===== src/design/bbs_pkg.sv =====
// shared types and constants for the bounding box and sphere unit
package bbs_pkg;

    localparam int NUM_REGS = 6;
    localparam int CFG_IDX_W = 3;
    localparam int QUEUE_DEPTH = 4;
    localparam logic signed [31:0] BOX_START = 32'sd655360000;

    localparam logic [CFG_IDX_W-1:0] REG_ROW0_COLS01 = 3'd0;
    localparam logic [CFG_IDX_W-1:0] REG_ROW0_COLS23 = 3'd1;
    localparam logic [CFG_IDX_W-1:0] REG_ROW1_COLS01 = 3'd2;
    localparam logic [CFG_IDX_W-1:0] REG_ROW1_COLS23 = 3'd3;
    localparam logic [CFG_IDX_W-1:0] REG_ROW2_COLS01 = 3'd4;
    localparam logic [CFG_IDX_W-1:0] REG_ROW2_COLS23 = 3'd5;

    localparam logic KIND_BOX    = 1'b0;
    localparam logic KIND_SPHERE = 1'b1;

    // transformed vertex as passed from front to back
    typedef struct packed {
        logic              kind;
        logic              first;
        logic              last;
        logic signed [31:0] qx;
        logic signed [31:0] qy;
        logic signed [31:0] qz;
    } vtx_t;

    typedef struct packed {
        logic              kind;
        logic signed [31:0] min_x;
        logic signed [31:0] min_y;
        logic signed [31:0] min_z;
        logic signed [31:0] max_x;
        logic signed [31:0] max_y;
        logic signed [31:0] max_z;
        logic [31:0]       radius;
    } res_t;

    function automatic logic signed [31:0] sat32(input logic signed [49:0] v);
        if (v > 50'sd2147483647)
            return 32'sh7fffffff;
        else if (v < -50'sd2147483648)
            return 32'sh80000000;
        else
            return v[31:0];
    endfunction

endpackage


===== src/design/bbs_queue.sv =====
// small vertex queue between front and back
module bbs_queue
    import bbs_pkg::*;
#(
    parameter int DEPTH = QUEUE_DEPTH
)
(
    input  logic clk,
    input  logic rst_n,
    input  logic wr_en,
    input  vtx_t wr_data,
    output logic rd_valid,
    output vtx_t rd_data,
    input  logic rd_en,
    output logic [$clog2(DEPTH+1)-1:0] count
);

    localparam int AW = (DEPTH > 1) ? $clog2(DEPTH) : 1;
    vtx_t            mem_reg [DEPTH];
    logic [AW-1:0]   wp_reg, rp_reg;
    logic [$clog2(DEPTH+1)-1:0] cnt_reg;

    assign rd_valid = cnt_reg != '0;
    assign rd_data  = mem_reg[rp_reg];
    assign count    = cnt_reg;

    always_ff @(posedge clk)
    begin
        if (wr_en)
            mem_reg[wp_reg] <= wr_data;
    end

    always_ff @(posedge clk or negedge rst_n)
    begin
        if (!rst_n)
        begin
            wp_reg  <= '0;
            rp_reg  <= '0;
            cnt_reg <= '0;
        end
        else
        begin
            if (wr_en)
                wp_reg <= (wp_reg == AW'(DEPTH-1)) ? '0 : wp_reg + 1'b1;
            if (rd_en)
                rp_reg <= (rp_reg == AW'(DEPTH-1)) ? '0 : rp_reg + 1'b1;
            cnt_reg <= cnt_reg + (wr_en ? 1'b1 : 1'b0) - (rd_en ? 1'b1 : 1'b0);
        end
    end

endmodule


===== config.mk =====
export PLATFORM = sky130hd
export DESIGN_NAME = bbs_queue
export DESIGN_NICKNAME = d
export VERILOG_FILES = /design/src/design/bbs_pkg.sv /design/src/design/bbs_queue.sv
export SDC_FILE = /design/constraint.sdc
export NUM_CORES = 1
export LEC_CHECK = 0
export BUFFER_PORTS_ARGS = -buffer_cell sky130_fd_sc_hd__buf_2
export CAP_MARGIN = 20
export CORE_AREA = 2 2 173 175
export DETAILED_ROUTE_END_ITERATION = 7
export DIE_AREA = 0 0 175 177
export GPL_TIMING_DRIVEN = 0
export PLACE_DENSITY = 0.77
export SLEW_MARGIN = 20
export SYNTH_ARGS = -nofsm -noshare
export SYNTH_HDL_FRONTEND = slang
export SYNTH_SLANG_ARGS = --single-unit
export TNS_END_PERCENT = 1

===== constraint.sdc =====
create_clock -name clk -period 3.8 [get_ports clk]
set_clock_uncertainty 0.15 [all_clocks]
set_input_delay 0.76 -clock clk [delete_from_list [all_inputs] [get_ports clk]]
set_output_delay 0.76 -clock clk [all_outputs]
set_load 0.01 [all_outputs]

### After elaboration in Yosys (flattened, before gate mapping)

Memory sizes are Yosys's and may differ from the RTL's.
Cells that the tools add are included.

| cells by class | value |
|---|---|
| add/subtract/negate cells | 4 |
| eq/ne operators | 2 |
| muxes and demuxes | 6 |
| reductions and logical operators | 1 |

Operator list:

| kind | count |
|---|---|
| adder 2 x 1 -> 2 bit (second input constant) | 2 |
| == test 2 bit (second input constant) | 2 |
| 2-to-1 mux 1 bit | 4 |
| 2-to-1 mux 2 bit | 2 |
| adder 3 x 1 -> 3 bit | 1 |
| nonzero test 3 bit | 1 |
| subtractor 3 x 1 -> 3 bit | 1 |

| storage, ports and cells | value |
|---|---|
| bits in registers | 7 |
| RAM bits | 396 |
| input bits | 103 |
| output and inout bits | 103 |
| logic and storage cells | 17 |
| memories kept | 1 |

Memories:

| memory | depth | width | read ports | clocked after Yosys merged registers in | wr ports | RTL line | RTL |
|---|---|---|---|---|---|---|---|
| mem_reg | 4 | 99 | 1 | 0 | 1 | bbs_queue.sv:19 | `vtx_t mem_reg [DEPTH];` |

### Logic depth before layout (Yosys ltp)

Gate-level depths: netlist of the first run.

| logic depth | value |
|---|---|
| depth after elaboration | 3 |
| mapped depth | 8 |
| gate-level depth less buffers | 8 |

### Worst setup path after synthesis of the first run

Ideal clock, no wire load.

| timing path | value |
|---|---|
| kind | input -> register |
| start | input port wr_en |
| end | memory mem_reg[0][0] (netlist bit) (enable) |
| setup time | 469 ps |
| arrival | 3047 ps |
| data required time | 3181 ps |
| setup slack | 135 ps |
| stages | 1 |
| path buffers | 0 |
| path through | and2_1 |

| on the way | value |
|---|---|
| word-level cells in the longest chain between the ends | 2 |

RTL lines:

| what | RTL line | RTL |
|---|---|---|
| start, declared | bbs_queue.sv:10 | `input logic wr_en,` |
| 2-to-1 mux 1 bit | bbs_queue.sv:29 | `if (wr_en)` |
| 2-to-1 mux 1 bit (not written as such) | bbs_queue.sv:30 | `mem_reg[wp_reg] <= wr_data;` |
| end, declared | bbs_queue.sv:19 |  |

No other way between the ends.

==> results.yml, run 1 <==
routing:
  drc: 0
  dr.first_iter.drc_count: 472
  wirelength_mm: 27.1
  vias: 6657
  ant_nets: 0
  wire_per_inst_um: 22.1
  via_per_inst: 5.43
  dr.pass1.iters: 5
cells_and_area:
  fillers: 2017
  fin_nets: 920
  regArea_um2: 12100
  area_delta_synth_final_pct: 20.6
  multi_input_area_um2: 2440
  drive_above_1_share: 0.472
  largest_reg_flops: 396
clocking:
  cts_sinks: 403
  post_cts_resized: 0
  tritoncts: "yes"
  htree_levels: 2
  root_buffer: "clkbuf_16"
  worstSkewPairLatency_ns: 0.51
  clockBufferDepth: 3
  cts_setup_buffers: 0
  cts_buffers: 41
  clkSlewWorstSetupHoldPaths_ns: 0.06
timing:
  hold_viol: 0
  fin_hold_ws_ns: 0.309
  worst_pin_slew_ns: 0.598
  layout_setup_ws_ns: 0.738
  rsz0062_at_grt: "false"
  finalSetupViolations: 0
  period_minus_slack_ns: 3.06
  drv_slew: 0
  fmax_mhz: 327
  finalCritPeriodShare: 0.806
  slew_headroom: 0.601
worst_setup_path:
  path_buf_inv: 3
  critPathRequiredTime_ns: 2.89
  crit_slowest_cell: "clkbuf_1"
  startpoint_type: "flip-flop"
  cp_cell_sequence: "buf_4 > clkbuf_1 > mux4_2 > buf_2"
  critPathTopFamily: "buffers and inverters"
  endpoint_kind: "output port"
  critPathMaxStageDelay_ns: 0.50
  critical_path.max_fanout: 10
  critPathKind: "flip-flop to output port"
  cp.arrival_ns: 2.15
logic_synthesis:
  syn_area_per_cell_um2: 26.6
  async_flop_share: 0.0174
  syn_area_um2: 14700
  ys_ff_latch: 403
  synthCells: 552
  ys_dominant_reg_cell: "edfxtp_1"
  synth_cell_types: 18
  synthTopCellsByArea: "edfxtp_1 81%, mux4_2 15%, dfrtp_1 1.2%"
  synth_edf_count: 396
  ys_seq_area_frac: 0.821
  syn_nets: 663
  yosysTopAreaCell: "edfxtp_1"
  yosys-top-cells-count: "396 x edfxtp_1, 99 x mux4_2, 10 x buf_6"
  yosys_warnings: 0
  synth_top_area_share: 0.809
  synth.most_common_cell: "edfxtp_1"
floorplan:
  die_area_um2: 31000
  core-area_um2: 29200
  start_util: 0.503
  fp.dieH_um: 177
  die_w_um: 175
  io_pins: 206
  rows: 63
place:
  port_buffers: 205
  dp_slack_ns: 1.22
  dp_hpwl_mm: 17.1
  routabilityCongestion: 0.689
global_route:
  overflow: 0
  first_global_vias: 7102
  grt_usage: 0.176
  antenna_found_initial: 4
  grt_pass1_wl_mm: 41.2
  grt_max_degree: 47
worst_hold_path:
  holdCritPathClass: "input pin to flip-flop"
pwr:
  leakage_uw: 0.00609
  vdd_drop_max_uv: 503
  pwr_density_cell_nw_per_um2: 770
run:
  timing.max_cap.violations: 0
status:
  status: "finished clean"
-- cell usage in the layout, fill, tap and decap left out, drive strengths merged, types with 2 or more instances in the layout --
| cell type | netlist | final |
|---|---|---|
| inv | 6 | 7 |
| mux4 | 99 | 99 |
| xnor2 | 2 | 2 |
| dfrtp | 7 | 7 |
| ha | 7 | 7 |
| o21ai | 2 | 2 |
| clkinv | 0 | 10 |
| edfxtp | 396 | 396 |
| diode | 0 | 2 |
| mux2 | 2 | 2 |
| bufinv | 0 | 5 |
| and2 | 4 | 4 |
| buf | 21 | 234 |
| clkinvlp | 0 | 3 |
| clkbuf | 1 | 50 |
-- power breakdown --
group          leakage [uW]  switching (uW)  internal [uW]
clock              0.000615            1540           2310
sequential          0.00372             165           5690
combinational       0.00175            2080           1860
-- logic make-up (layout without fill, tap and decap cells) --
| group | after synthesis | after routing | synth area share |
|---|---|---|---|
| multiplexers | 101 | 101 | 0.153 |
| AO/OA/AOI/OAI | 2 | 2 | 0.000681 |
| AND/OR/NAND/NOR | 8 | 8 | 0.00323 |
| adder cells (fa/ha/maj) | 8 | 8 | 0.00732 |
| XOR/XNOR | 2 | 2 | 0.00119 |
| buffers and inverters | 28 | 310 | 0.0135 |
| flip-flops | 403 | 403 | 0.821 |
| other | 0 | 2 | 0 |
-- metrics by stage --
| step | TNS, ns | cells | util | total power [uW] | cell area [um^2] |
|---|---|---|---|---|---|
| 6_report | 0 | 1226 | 0.606 | 13600 | 17700 |
| 5_1_grt | 0 | 1224 | 0.606 | 14300 | 17700 |
| 3_5_place_dp | 0 | 1155 | 0.562 | 9960 | 16400 |
| 3_3_place_gp | -683.01 | 1147 | 0.554 | 9890 | 16200 |
| 2_1_floorplan | 0 | 552 | - | 8480 | 14700 |
| 4_1_cts | 0 | 1224 | 0.606 | 13900 | 17700 |
-- timing repair --
item,in CTS,in global routing
endpoints found under the hold margin,7,0
hold buffers,1,0
setup endpoints to repair,0,0
-- worst paths after layout --
check                      cells after the start  slack, ns   startpoint              to
max                                            4       0.74    rp_reg[1]     rd_data[29]
min                                            1       0.31  wr_data[91]  mem_reg[2][91]
max reg2reg                                    5       1.57    wp_reg[1]  mem_reg[1][58]
min reg2reg                                    1       0.33     count[2]        count[2]
max in group asynchronous                      2       2.84        rst_n       wp_reg[0]
min in group asynchronous                      2       0.48        rst_n        count[2]
-- per-layer routing --
layer | GRT usage | vias up | part of all wire
met2 | 0.300 | 222 | 0.51
met5 | 0 | - | 0.00088
met3 | 0.0498 | 44 | 0.074
li1 | - | 2896 | -
met4 | 0.0462 | 4 | 0.019
met1 | 0.226 | 3491 | 0.39
-- cell type report --
cell class / instances / area share
Sequential cell: 403 / 0.681
Multi-Input combinational cell: 121 / 0.138
Timing Repair Buffer: 214 / 0.0700
Clock buffer: 49 / 0.0596
Tap cell: 390 / 0.0275
Clock inverter: 19 / 0.0126
Buffer: 22 / 0.00995
Inverter: 6 / 0.00127
Antenna cell: 2 / 0.000282
(Power assumes the default switching activity.)
==> run 2: changes to the inputs <==
==> constraint.sdc (replaced) <==
create_clock -name clk -period 2.9 [get_ports clk]
set_clock_uncertainty 0.15 [all_clocks]
set_input_delay 0.58 -clock clk [delete_from_list [all_inputs] [get_ports clk]]
set_output_delay 0.58 -clock clk [all_outputs]
set_load 0.01 [all_outputs]
==> run 2 against run 1 <==
  * First-iteration DRC count fell by 3.2%
  * Non-clock buffer count fell by 1
  * Via count rose by 1.2%
  * Wire length rose by 2.4%
  * Utilization rose by 0.32 points
  * Sequential power rose by 31%
  * Largest cell class unchanged
  * Largest power group unchanged
  * Highest routed layer unchanged
==> results.yml, run 2 (synthesis results as in run 1) <==
global_route:
  grt_pass1_wl_mm: 42.5
  grt_usage: 0.183
  grt_max_degree: 47
  antenna_found_initial: 3
  first_global_vias: 7257
  overflow: 0
floorplan:
  die_area_um2: 31000
  die_w_um: 175
  start_util: 0.503
  rows: 63
  fp.dieH_um: 177
  io_pins: 206
  core-area_um2: 29200
worst_setup_path:
  cp-endpoint: "rd_data[57]"
  critPathKind: "flip-flop to output port"
  cp_common_cell: "buf_6"
  cp.depth: 4
  rrSetupSlack_ns: 0.63
  endpoint_kind: "output port"
  worst-r2r-cell-count: 5
  r2r-start: "wp_reg[0]"
  path_buf_inv: 3
  crit_slowest_cell: "mux4_2"
  critPathRequiredTime_ns: 2.17
  critical_path.max_fanout: 10
  cp.arrival_ns: 2.05
  critPathTopFamily: "buffers and inverters"
  cp_cell_sequence: "buf_6 > buf_6 > mux4_2 > buf_2"
  startpoint: "rp_reg[0]"
  startpoint_type: "flip-flop"
  critPathMaxStageDelay_ns: 0.55
  rr_endpoint: "mem_reg[0][54]"
routing:
  ant_nets: 0
  wirelength_mm: 27.8
  dr.pass1.iters: 5
  via_per_inst: 5.46
  drc: 0
  vias: 6737
  wire_per_inst_um: 22.5
  dr.first_iter.drc_count: 457
pwr:
  leakage_uw: 0.00615
  pwr-share-seq: 0.426
  power_frac_clock: 0.288
  p_total_uw: 18100
  p_sw_uw: 5030
  combPwrFrac: 0.287
  p_sw_frac: 0.278
  pwr_density_cell_nw_per_um2: 1010
  vdd_drop_max_uv: 620
  p_int_uw: 13000
timing:
  fmax_mhz: 359
  layout_setup_ws_ns: 0.115
  hold_viol: 0
  finalCritPeriodShare: 0.960
  slew_headroom: 0.586
  finalSetupViolations: 0
  rsz0062_at_grt: "true"
  period_minus_slack_ns: 2.78
  drv_slew: 0
  worst_pin_slew_ns: 0.621
cells_and_area:
  largest_reg_flops: 396
  drive_above_1_share: 0.475
  post-route-util: 0.609
  final_common_cell: "edfxtp_1"
  area_delta_synth_final_pct: 21.2
  layout_common_cells: "396 x edfxtp_1, 210 x buf_2, 99 x mux4_2"
  fin_nets: 920
place:
  dp_slack_ns: 0.469
  routabilityCongestion: 0.696
  dp_hpwl_mm: 17.2
  port_buffers: 205
status:
  status: "finished clean"
run:
  timing.max_cap.violations: 0
clocking:
  htree_levels: 2
  root_buffer: "clkbuf_16"
  cts_setup_buffers: 0
  cts_buffers: 42
  clockBufferDepth: 3
  worstSkewPairLatency_ns: 0.51
  cts_sinks: 403
  clkSlewWorstSetupHoldPaths_ns: 0.06
  tritoncts: "yes"
worst_hold_path:
  holdCritPathClass: "input pin to flip-flop"
[run 2: cell count changes in the layout (fill, tap and decap cells not counted), sizes merged]
cell	previous run	this run
buf	234	230
bufinv	5	3
clkbuf	50	59
clkinv	10	18
clkinvlp	3	0
[run 2: worst min path at each step]
| stage | from | to | slack (ns) | cells after the start |
|---|---|---|---|---|
| finish | wr_data[38] | mem_reg[0][38] | 0.12 | 1 |
| global route | wr_data[35] | mem_reg[2][35] | 0.10 | 1 |
| CTS | wr_data[38] | mem_reg[0][38] | 0.09 | 1 |
| detailed placement | rst_n | count[2] | 0.27 | 1 |
| global placement | rst_n | count[2] | 0.27 | 1 |
| floorplan | rst_n | count[0] | 0.13 | 0 |
[run 2: layer usage]
layer	vias to the layer above	GRT usage	wire length [um]
met4	2	0.0438	486
met2	231	0.306	14300
met5	-	0	13
met3	48	0.0475	1930
li1	2920	-	-
met1	3536	0.243	11000
[run 2: worst reg2reg max path, delay by kind of cell (launching register included)]
kind                       cells  cell delay [ns]
buffers and inverters          3             0.70
and+or+nand+nor                1             0.53
DFF                            1             0.41
adders and majority gates      1             0.16
[run 2: timing repair]
action / 4_1_cts / 5_1_grt
endpoints found under the hold margin: 7 / 0
setup endpoints to repair: 10 / 17
cloned: 0 / 0
resized for setup: 0 / 4
hold buffers: 1 / 0
[run 2: final cells by class]
type	instances	area (um^2)
multi-input combinational	121	2440
tap	390	488
timing repair buffer	214	1250
clock buffer	55	1170
sequential	403	12100
inverter	6	22.5
antenna	2	5.00
fill	1995	11400
buffer	21	183
clock inverter	22	186
[run 2: per-stage QoR]
stage	std cells	setup TNS [ns]	hold slack (ns)	cell area, um^2
finish	1234	0	0.121	17800
global placement	1147	-827.29	0.273	16200
global route	1232	-0.00125	0.100	17800
floorplan	552	-179.93	0.134	14700
detailed placement	1155	0	0.270	16400
CTS	1232	0	0.0903	17800
[run 2: power by group through the flow]
stage	Clock (uW)	Sequential, uW	Combinational, uW
3_5_place_dp	0	7800	5290
4_1_cts	5350	7690	5320
3_3_place_gp	0	7900	5070
2_1_floorplan	0	7800	3290
6_report	5200	7680	5170
5_1_grt	5580	7760	5580
